`config.mk`:
```
export PLATFORM = sky130hd
export DESIGN_NAME = ir_pulse_distance_encoder_top
export DESIGN_NICKNAME = d
export VERILOG_FILES = /design/src/rtl/core/irpde_pkg.sv /design/src/rtl/core/irpde_seq.sv /design/src/rtl/core/ir_pulse_distance_encoder_top.sv
export SDC_FILE = /design/constraint.sdc
export NUM_CORES = 1
export LEC_CHECK = 0
export BUFFER_PORTS_ARGS = -buffer_cell sky130_fd_sc_hd__buf_2
export CAP_MARGIN = 10
export CORE_MARGIN = 5
export CORE_UTILIZATION = 65
export CTS_BUF_LIST = sky130_fd_sc_hd__clkbuf_16
export DETAILED_ROUTE_END_ITERATION = 12
export PLACE_DENSITY = 0.85
export SYNTH_ARGS = -nofsm -noshare
export SYNTH_HDL_FRONTEND = slang
export SYNTH_SLANG_ARGS = --single-unit
```
`constraint.sdc`:
```
create_clock -name clock -period 5.6 [get_ports clock]
set_clock_uncertainty 0.2 [all_clocks]
set_input_delay 1.12 -clock clock [delete_from_list [all_inputs] [get_ports clock]]
set_output_delay 1.12 -clock clock [all_outputs]
set_load 0.02 [all_outputs]
```
`src/rtl/core/irpde_pkg.sv`:
```
// ----------------------------------------------------------------------------
// irpde_pkg
// Shared types and constants of the infrared pulse-distance encoder.
// ----------------------------------------------------------------------------
package irpde_pkg;

   localparam int NUM_REGS      = 8;
   localparam int REG_W         = 16;
   localparam int BITS_PER_BYTE = 8;
   localparam int START_SEGS    = 4;
   localparam int POS_W         = 5;

   // segment positions within the full list of one byte
   localparam logic [POS_W-1:0] POS_START     = POS_W'(0);
   localparam logic [POS_W-1:0] POS_FIRST_BIT = POS_W'(START_SEGS);
   localparam logic [POS_W-1:0] POS_LAST_BIT  = POS_W'(START_SEGS + 2*BITS_PER_BYTE - 1);
   localparam logic [POS_W-1:0] POS_CLOSE     = POS_W'(START_SEGS + 2*BITS_PER_BYTE);

   typedef enum logic [2:0] {
      REG_FREQ         = 3'd0,
      REG_START_MARK   = 3'd1,
      REG_START_SPACE  = 3'd2,
      REG_START_MARK2  = 3'd3,
      REG_START_SPACE2 = 3'd4,
      REG_BIT_MARK     = 3'd5,
      REG_ONE_SPACE    = 3'd6,
      REG_ZERO_SPACE   = 3'd7
   } reg_idx_type;

   // one segment descriptor: which register gives the duration, carrier state and last flag
   typedef struct packed {
      logic        valid;
      reg_idx_type sel;
      logic        carrier_on;
      logic        last;
   } seg_type;

   function automatic logic [REG_W-1:0] cfg_reset(input reg_idx_type idx);
      logic [REG_W-1:0] val;
      case (idx)
         REG_FREQ:         val = REG_W'(38000);
         REG_START_MARK:   val = REG_W'(9000);
         REG_START_SPACE:  val = REG_W'(4500);
         REG_START_MARK2:  val = REG_W'(0);
         REG_START_SPACE2: val = REG_W'(0);
         REG_BIT_MARK:     val = REG_W'(560);
         REG_ONE_SPACE:    val = REG_W'(1690);
         REG_ZERO_SPACE:   val = REG_W'(560);
         default:          val = '0;
      endcase
      return val;
   endfunction

endpackage

```
`src/rtl/core/irpde_seq.sv`:
```
// ----------------------------------------------------------------------------
// irpde_seq
// Input holding stage, segment sequencer and segment descriptor stage.
// ----------------------------------------------------------------------------
module irpde_seq (
   input  logic                             clock,
   input  logic                             reset,
   input  logic                             req_tvalid,
   output logic                             req_tready,
   input  logic [7:0]                       req_tdata,  // payload_byte
   input  logic                             req_tuser,  // frame_start
   input  logic                             req_tlast,  // frame_end
   input  logic                             freq_zero,
   input  logic                             seg_ready,
   output irpde_pkg::seg_type               seg
);

   // stage A: input word
   logic                           a_valid_ff, a_valid_in;
   logic [7:0]                     a_byte_ff;
   logic                           a_first_ff;
   logic                           a_last_ff;

   // stage B: byte being walked through
   logic                           b_valid_ff, b_valid_in;
   logic [7:0]                     b_byte_ff, b_byte_in;
   logic                           b_last_ff, b_last_in;
   logic [irpde_pkg::POS_W-1:0]    b_pos_ff, b_pos_in;

   // stage C: descriptor
   irpde_pkg::seg_type             c_ff, c_in;

   logic                           c_ready;
   logic                           emit;
   logic                           seg_last;
   logic                           b_load;
   logic [irpde_pkg::POS_W-1:0]    rel;
   logic                           cur_bit;
   irpde_pkg::reg_idx_type         sel;

   always_comb begin
      c_ready  = !c_ff.valid || seg_ready;
      emit     = b_valid_ff && c_ready;
      seg_last = (b_pos_ff == irpde_pkg::POS_CLOSE) ||
                 ((b_pos_ff == irpde_pkg::POS_LAST_BIT) && !b_last_ff);
      b_load   = a_valid_ff && (!b_valid_ff || (emit && seg_last));
      req_tready = !a_valid_ff || b_load;
      a_valid_in = (a_valid_ff && !b_load) || (req_tvalid && req_tready);
   end

   // byte bit under the current space segment
   always_comb begin
      rel     = b_pos_ff - irpde_pkg::POS_FIRST_BIT;
      cur_bit = b_byte_ff[rel[3:1]];
      if (b_pos_ff == irpde_pkg::POS_START) begin
         sel = irpde_pkg::REG_START_MARK;
      end else if (b_pos_ff == irpde_pkg::POS_START + 1'b1) begin
         sel = irpde_pkg::REG_START_SPACE;
      end else if (b_pos_ff == irpde_pkg::POS_START + 2'd2) begin
         sel = irpde_pkg::REG_START_MARK2;
      end else if (b_pos_ff == irpde_pkg::POS_START + 2'd3) begin
         sel = irpde_pkg::REG_START_SPACE2;
      end else if (!b_pos_ff[0]) begin
         sel = irpde_pkg::REG_BIT_MARK;   // bit marks and the closing mark
      end else if (cur_bit) begin
         sel = irpde_pkg::REG_ONE_SPACE;
      end else begin
         sel = irpde_pkg::REG_ZERO_SPACE;
      end
   end

   always_comb begin
      b_valid_in = b_valid_ff;
      b_byte_in  = b_byte_ff;
      b_last_in  = b_last_ff;
      b_pos_in   = b_pos_ff;
      if (b_load) begin
         // a zero carrier frequency drops the word without output
         b_valid_in = !freq_zero;
         b_byte_in  = a_byte_ff;
         b_last_in  = a_last_ff;
         b_pos_in   = a_first_ff ? irpde_pkg::POS_START : irpde_pkg::POS_FIRST_BIT;
      end else if (emit) begin
         if (seg_last) begin
            b_valid_in = 1'b0;
         end else begin
            b_pos_in = b_pos_ff + 1'b1;
         end
      end
   end

   always_comb begin
      c_in = c_ff;
      if (c_ready) begin
         c_in.valid      = emit;
         c_in.sel        = sel;
         c_in.carrier_on = !b_pos_ff[0];
         c_in.last       = seg_last;
      end
   end

   always_ff @(posedge clock) begin
      if (reset) begin
         a_valid_ff <= 1'b0;
         b_valid_ff <= 1'b0;
         c_ff.valid <= 1'b0;
      end else begin
         a_valid_ff <= a_valid_in;
         b_valid_ff <= b_valid_in;
         c_ff.valid <= c_in.valid;
      end
      c_ff.sel        <= c_in.sel;
      c_ff.carrier_on <= c_in.carrier_on;
      c_ff.last       <= c_in.last;
   end

   always_ff @(posedge clock) begin
      if (req_tvalid && req_tready) begin
         a_byte_ff  <= req_tdata;
         a_first_ff <= req_tuser;
         a_last_ff  <= req_tlast;
      end
      b_byte_ff       <= b_byte_in;
      b_last_ff       <= b_last_in;
      b_pos_ff        <= b_pos_in;
   end

   assign seg = c_ff;

endmodule

```
`src/rtl/core/ir_pulse_distance_encoder_top.sv`:
```
// An accepted word passes the input stage, the byte stage, the descriptor stage
// and the output stage. One segment per cycle while rsp_tready does not stall;
// a byte gives 16 to 21 segments (16 bit segments, plus 4 start segments and
// 1 closing mark as its flags ask), set by the segment sequencer. With a zero
// carrier frequency a byte is dropped without output. Reset (synchronous,
// active high) empties all stages and loads the register defaults.
// ----------------------------------------------------------------------------
// ir_pulse_distance_encoder_top
// Infrared pulse-distance encoder: payload bytes in, mark/space timing out.
// ----------------------------------------------------------------------------
module ir_pulse_distance_encoder_top (
   input  logic        clock,
   input  logic        reset,
   input  logic        csr_we,
   input  logic [2:0]  csr_index,
   input  logic [15:0] csr_wdata,
   input  logic        req_tvalid,
   output logic        req_tready,
   input  logic [7:0]  req_tdata,   // [7:0] payload_byte
   input  logic        req_tuser,   // frame_start
   input  logic        req_tlast,   // frame_end
   output logic        rsp_tvalid,
   input  logic        rsp_tready,
   output logic [15:0] rsp_tdata,   // [15:0] duration_us
   output logic        rsp_tuser,   // carrier_on
   output logic        rsp_tlast    // last_segment
);

   logic [irpde_pkg::REG_W-1:0] cfg_ff [irpde_pkg::NUM_REGS];

   irpde_pkg::seg_type          seg;
   logic                        seg_ready;
   logic                        freq_zero;

   logic                        rsp_valid_ff, rsp_valid_in;
   logic [15:0]                 rsp_dur_ff;
   logic                        rsp_on_ff;
   logic                        rsp_last_ff;

   always_ff @(posedge clock) begin
      if (reset) begin
         for (int i = 0; i < irpde_pkg::NUM_REGS; i++) begin
            cfg_ff[irpde_pkg::reg_idx_type'(i)] <=
               irpde_pkg::cfg_reset(irpde_pkg::reg_idx_type'(i));
         end
      end else if (csr_we) begin
         cfg_ff[csr_index] <= csr_wdata;
      end
   end

   assign freq_zero = (cfg_ff[irpde_pkg::REG_FREQ] == '0);

   irpde_seq u_seq (
      .clock      (clock),
      .reset      (reset),
      .req_tvalid (req_tvalid),
      .req_tready (req_tready),
      .req_tdata  (req_tdata),
      .req_tuser  (req_tuser),
      .req_tlast  (req_tlast),
      .freq_zero  (freq_zero),
      .seg_ready  (seg_ready),
      .seg        (seg)
   );

   // output stage: duration lookup
   always_comb begin
      seg_ready    = !rsp_valid_ff || rsp_tready;
      rsp_valid_in = seg_ready ? seg.valid : rsp_valid_ff;
   end

   always_ff @(posedge clock) begin
      if (reset) begin
         rsp_valid_ff <= 1'b0;
      end else begin
         rsp_valid_ff <= rsp_valid_in;
      end
   end

   always_ff @(posedge clock) begin
      if (seg_ready) begin
         rsp_dur_ff  <= cfg_ff[seg.sel];
         rsp_on_ff   <= seg.carrier_on;
         rsp_last_ff <= seg.last;
      end
   end

   assign rsp_tvalid = rsp_valid_ff;
   assign rsp_tdata  = rsp_dur_ff;
   assign rsp_tuser  = rsp_on_ff;
   assign rsp_tlast  = rsp_last_ff;

endmodule

```
==> flow_summary.toml, run 1 <==
[clock_network]
cts.repair.resized = 0
cts_setup_buffers = 0
h-tree-depth = 4
root_buffer = "clkbuf_16"
cts_hold_buf = 0
numCtsBuffers = 17
tritoncts = "done"
numClockSinks = 179
clock_path_buffers = 2
clk_latency_ps = 430
clk_pin_slew_ps = 60

[floorplanning]
dieArea_sq_mm = 0.0143
rows = 40
start_util_pct = 65.7
fp.dieW_um = 120
die_height_um = 120
coreArea_sq_mm = 0.0119
pin_count = 54

[synthesis]
postSynthAreaPerCell_sq_um = 17.1
seq_area_frac_synth_pct = 68.1
yosysUniqueCellTypes = 40
synth_seq_cells = 179
synth_top_area_share_pct = 67.1
syn_nets = 499
async_flop_share_pct = 0
netlist.top_cell.by_area = "edfxtp_1"
synth_edf_count = 175
synth_flop_cell = "edfxtp_1"
netlist_area_sq_mm = 0.00783
postSynthCellCount = 458
yosysWarnings = 0
synthTopCellsByArea = "edfxtp_1 (67%), mux4_1 (9.4%), and2_1 (8.1%), mux2_2 (2.3%), mux4_2 (1.7%)"

[timing]
tightest_slew_ps = 1060
finalCritPeriodShare_pct = 69.1
setup_tns_ps = 0
relSlewSlack_pct = 28.7
layout_min_cycle_time_ps = 3870
hold_viol_final = 0
report.final.setup_viol = 0
clock.fmax_ghz = 0.258
maxSlewViolCount = 0
rsz0062_at_grt = "no"

[layout]
nets = 555
diodes = 0
syn_to_final_growth_pct = 12.4
drive_gt1_share_pct = 23.7
final_cell_mix = "edfxtp_1 (175), and2_1 (101), buf_2 (53), mux4_1 (28)"
fill_cells = 687
final_common_cell = "edfxtp_1"
multi_input_area_sq_mm = 0.00235
postLayoutCellArea_sq_mm = 0.00880
regArea_sq_mm = 0.00534

[worst_setup_path]
max_stage_delay_ps = 230
crit_arrival_ps = 2550
cp-start-kind = "input port"
crit_chain = "buf_2 -> nand2b_1 -> buf_4 -> nor2_1 -> inv_1 -> o211ai_1 -> nand3_1 -> buf_2"
cp_num_buf_inv = 4
crit_type = "input port to primary output"
crit_fanout = 20
cp_common_cell = "buf_2"
crit_required_ps = 4280
cp-end-kind = "primary output"
path_delay_family = "buffers and inverters"
critPathSlowestCell = "buf_4"

[detailed_routing]
wl_um = 15400
vias = 4160
drt_iter0_drc = 428
drc = 0
wl_per_cell_um = 22.9
ant_nets = 0
routed_via_density = 6.17
dr.pass1.iters = 6

[global_routing]
antenna_found_initial = 0
grt_pass1_wl_um = 24200
grt_use_total_pct = 23.0
grt-ovfl-total = 0
grt_max_degree = 33
grt_pass1_vias = 4244

[pwr]
switching_share_pct = 24.4
clkPwrFrac_pct = 36.1
p_leak_uw = 0.00323
power.density_mw_per_mm2 = 382
ir_drop_v = 0.000346
comb_power_share_pct = 14.3
p_seq_share_pct = 49.6
internal-power_uw = 2540
p_switching_uw = 818

[placement]
place_congestion = 0.791
hpwlAfterDp_um = 10000
placed_area_sq_mm = 0.00820
portBuffers = 53

[status]
status = "completed"

[run]
maxCapViolations = 0

[hold_path]
hp-class = "flop to flop"
path summary, 6_finish.rpt:
kind / cells after the start / start / slack, ps / endpoint
setup / recovery: 8 / rsp_tready / 1730 / req_tready
hold / removal: 0 / u_seq.a_byte_ff[3] / 220 / u_seq.b_byte_ff[3]
setup reg to reg: 5 / u_seq.b_pos_ff[0] / 2920 / u_seq.a_byte_ff[5]
hold reg to reg: 0 / u_seq.a_byte_ff[3] / 220 / u_seq.b_byte_ff[3]
layout make-up:
cell class	instances	share of cell area, %
Multi-Input combinational cell	250	26.6
Tap cell	147	2.09
Inverter	8	0.341
Sequential cell	179	60.6
Clock inverter	15	2.06
Timing Repair Buffer	58	3.44
Clock buffer	17	4.83
stage by stage:
stage / worst slack (ps) / cells / utilization [%] / total power, uW / hold WS, ps
finish: 1730 / 674 / 73.9 / 3360 / 218
global route: 1650 / 674 / 73.9 / 3470 / 223
CTS: 1730 / 674 / 73.9 / 3380 / 220
detailed placement: 1730 / 642 / 68.8 / 2180 / 205
global placement: 1830 / 642 / 68.8 / 2160 / 202
floorplan: 1860 / 458 / - / 2030 / 200
power by group through the flow:
stage / Clock (uW) / Combinational [uW] / Sequential, uW
6_report: 1210 / 481 / 1670
2_1_floorplan: 0 / 293 / 1730
3_3_place_gp: 0 / 472 / 1690
3_5_place_dp: 0 / 485 / 1690
4_1_cts: 1220 / 487 / 1670
5_1_grt: 1280 / 513 / 1680
per-layer routing:
metal | GRT usage, % | vias up | wire length (um)
li1 | - | 1863 | -
met1 | 30.8 | 2076 | 6130
met2 | 36.1 | 192 | 7630
met3 | 6.79 | 29 | 1280
met4 | 9.09 | 0 | 367
met5 | 0 | - | 0
registers in the layout, indices dropped and copies added (netlist names):
name,cells
rsp_tvalid,1
u_seq.b_byte_ff,8
u_seq.a_first_ff,1
u_seq.a_byte_ff,8
rsp_tdata,16
cfg_ff,128
u_seq.seg,6
u_seq.a_valid_ff,1
u_seq.b_valid_ff,1
rsp_tlast,1
u_seq.b_last_ff,1
u_seq.a_last_ff,1
u_seq.b_pos_ff,5
rsp_tuser,1
synthesized netlist by cell type, types with 2 or more instances:
cell,instances
a21oi_1,4
ha_1,7
or2_2,8
buf_1,3
mux4_2,6
clkbuf_2,3
nor2_1,13
nand2b_1,10
xnor2_1,2
nor2_2,2
o22ai_1,2
dfxtp_1,4
and2_1,101
o21ai_0,2
nor4_1,4
buf_6,5
mux2i_1,2
or2b_1,5
mux2_2,16
clkbuf_1,10
mux4_1,28
or3_1,17
nand3_1,2
nand2_1,3
inv_1,8
edfxtp_1,175
nor2b_1,3
logic make-up (layout without fill, tap and decap cells):
logic type | count (synthesis) | in the layout | synth area share [%]
DFF | 179 | 179 | 68.1
and+or+nand+nor | 174 | 174 | 13.7
muxes | 52 | 52 | 13.7
buffers and inverters | 29 | 98 | 1.92
AOI/OAI and AO/OA | 14 | 14 | 1.17
adders and majority gates | 7 | 7 | 1.12
xor gates and xnor gates | 3 | 3 | 0.336
(Power assumes the default switching activity.)
==> run 2: changes to the inputs <==
- CORE_UTILIZATION: 65 -> 60
- PLACE_DENSITY: 0.85 -> 0.79
- clock period: 5.6 -> 3.94 ns (I/O delays scaled with it)
==> flow_summary.toml, run 2 (synthesized netlist as in run 1, its figures left out) <==
[timing]
holdWs_ps = 219
setup_tns_ps = 0
hold_viol_final = 0
rsz0062_at_grt = "no"
maxSlewViolCount = 0
finalCritPeriodShare_pct = 81.7
clock.fmax_ghz = 0.311
tightest_slew_ps = 942
report.final.setup_viol = 0
relSlewSlack_pct = 37.2
layout_min_cycle_time_ps = 3220

[worst_setup_path]
crit_chain = "inv_1 -> ha_1 -> and2_1 -> o211ai_1 -> nand3_1 -> buf_2"
crit_fanout = 6
r2r_slack_ps = 1340
crit_type = "flop to primary output"
reg2reg_depth = 6
r2r-end = "u_seq.b_pos_ff[2]"
max_stage_delay_ps = 560
crit_required_ps = 2950
r2r_start = "u_seq.b_pos_ff[0]"
critPathSlowestCell = "edfxtp_1"
cp-start-kind = "flop"
cp-end-kind = "primary output"
crit_arrival_ps = 2230

[floorplanning]
start_util_pct = 61.6
coreArea_sq_mm = 0.0127
dieArea_sq_mm = 0.0154
fp.dieW_um = 124
pin_count = 54
rows = 41
die_height_um = 124

[placement]
dp_cells = 673
place_congestion = 0.820
hpwlAfterDp_um = 10100
portBuffers = 53

[layout]
drive_gt1_share_pct = 24.4
fill_cells = 826
top_register = "cfg_ff"
final_cells = 705
nets = 561
final_cell_mix = "edfxtp_1 (175), and2_1 (101), buf_2 (53), mux4_1 (28)"
diodes = 0
final_common_cell = "edfxtp_1"
largest_reg_flops = 128
syn_to_final_growth_pct = 13.4

[clock_network]
cts_setup_buffers = 0
clk_pin_slew_ps = 70
cts.repair.resized = 0
root_buffer = "clkbuf_16"
tritoncts = "done"
numCtsBuffers = 17
clk_latency_ps = 430
cts_hold_buf = 0
clock_path_buffers = 2
h-tree-depth = 4
numClockSinks = 179

[global_routing]
grt-ovfl-total = 0
antenna_found_initial = 0
grt_pass1_wl_um = 24600
grt_pass1_vias = 4281
grt_use_total_pct = 21.1
grt_max_degree = 33

[pwr]
p_leak_uw = 0.00326
power.density_mw_per_mm2 = 538
ir_drop_v = 0.000280
total_power_uw = 4780

[run]
maxCapViolations = 0

[hold_path]
hp-class = "flop to flop"
worstHoldEndpoint = "u_seq.b_byte_ff[4]"
hold_start = "u_seq.a_byte_ff[4]"
min_path_cells = 0

[detailed_routing]
wl_um = 15700
drc = 0
wl_per_cell_um = 22.3
ant_nets = 0
routed_via_density = 5.90
vias = 4159
dr.pass1.iters = 5
drt_iter0_drc = 368

[status]
status = "completed"
-- run 2: how the worst max path moves through the flow --
stage / slack (ps) / to / startpoint
final: 720 / req_tready / u_seq.b_pos_ff[1]
after CTS: 720 / req_tready / u_seq.b_pos_ff[1]
after floorplan: 860 / req_tready / rsp_tready
after global placement: 1090 / cfg_ff[2][12] / reset
after detailed placement: 960 / cfg_ff[2][14] / reset
after global routing: 600 / req_tready / u_seq.b_pos_ff[1]
-- run 2: metal layers --
| metal | GRT usage, % | vias up | routed length [um] |
|---|---|---|---|
| met1 | 27.8 | 2086 | 6290 |
| met3 | 4.07 | 28 | 954 |
| li1 | - | 1884 | - |
| met5 | 0 | - | 0 |
| met4 | 8.45 | 0 | 380 |
| met2 | 35.0 | 161 | 8120 |
-- run 2: critical path, delay by kind of cell (launching register included) --
kind                     cells  cell delay [ps]
flip-flops                   1              560
AO/OA/AOI/OAI                1              360
AND/OR/NAND/NOR              2              340
buffers and inverters        2              290
adder cells (fa/ha/maj)      1              250
-- run 2: final cells by class --
type                    count  area, sq um  area share [%]
clock inverters            15          181            2.04
inverters                   8         30.0           0.338
well taps                 172          215            2.42
clock buffers              17          425            4.79
repair buffers             64          348            3.92
multi-input cells         250         2350            26.4
flip-flops and latches    179         5340            60.1
-- run 2: per-stage QoR --
stage | area, sq um | utilization, % | setup slack [ps]
3_5_place_dp | 8270 | 65.0 | 959
6_report | 8880 | 69.8 | 723
5_1_grt | 8880 | 69.8 | 603
3_3_place_gp | 8270 | 65.0 | 1090
4_1_cts | 8880 | 69.8 | 719
2_1_floorplan | 7830 | - | 859
-- run 2: power by group --
group          total [uW]  switching (uW)  internal, uW
Combinational         667             349           318
Sequential           2380            89.9          2290
Clock                1730             722          1000
Total                4780            1160          3620
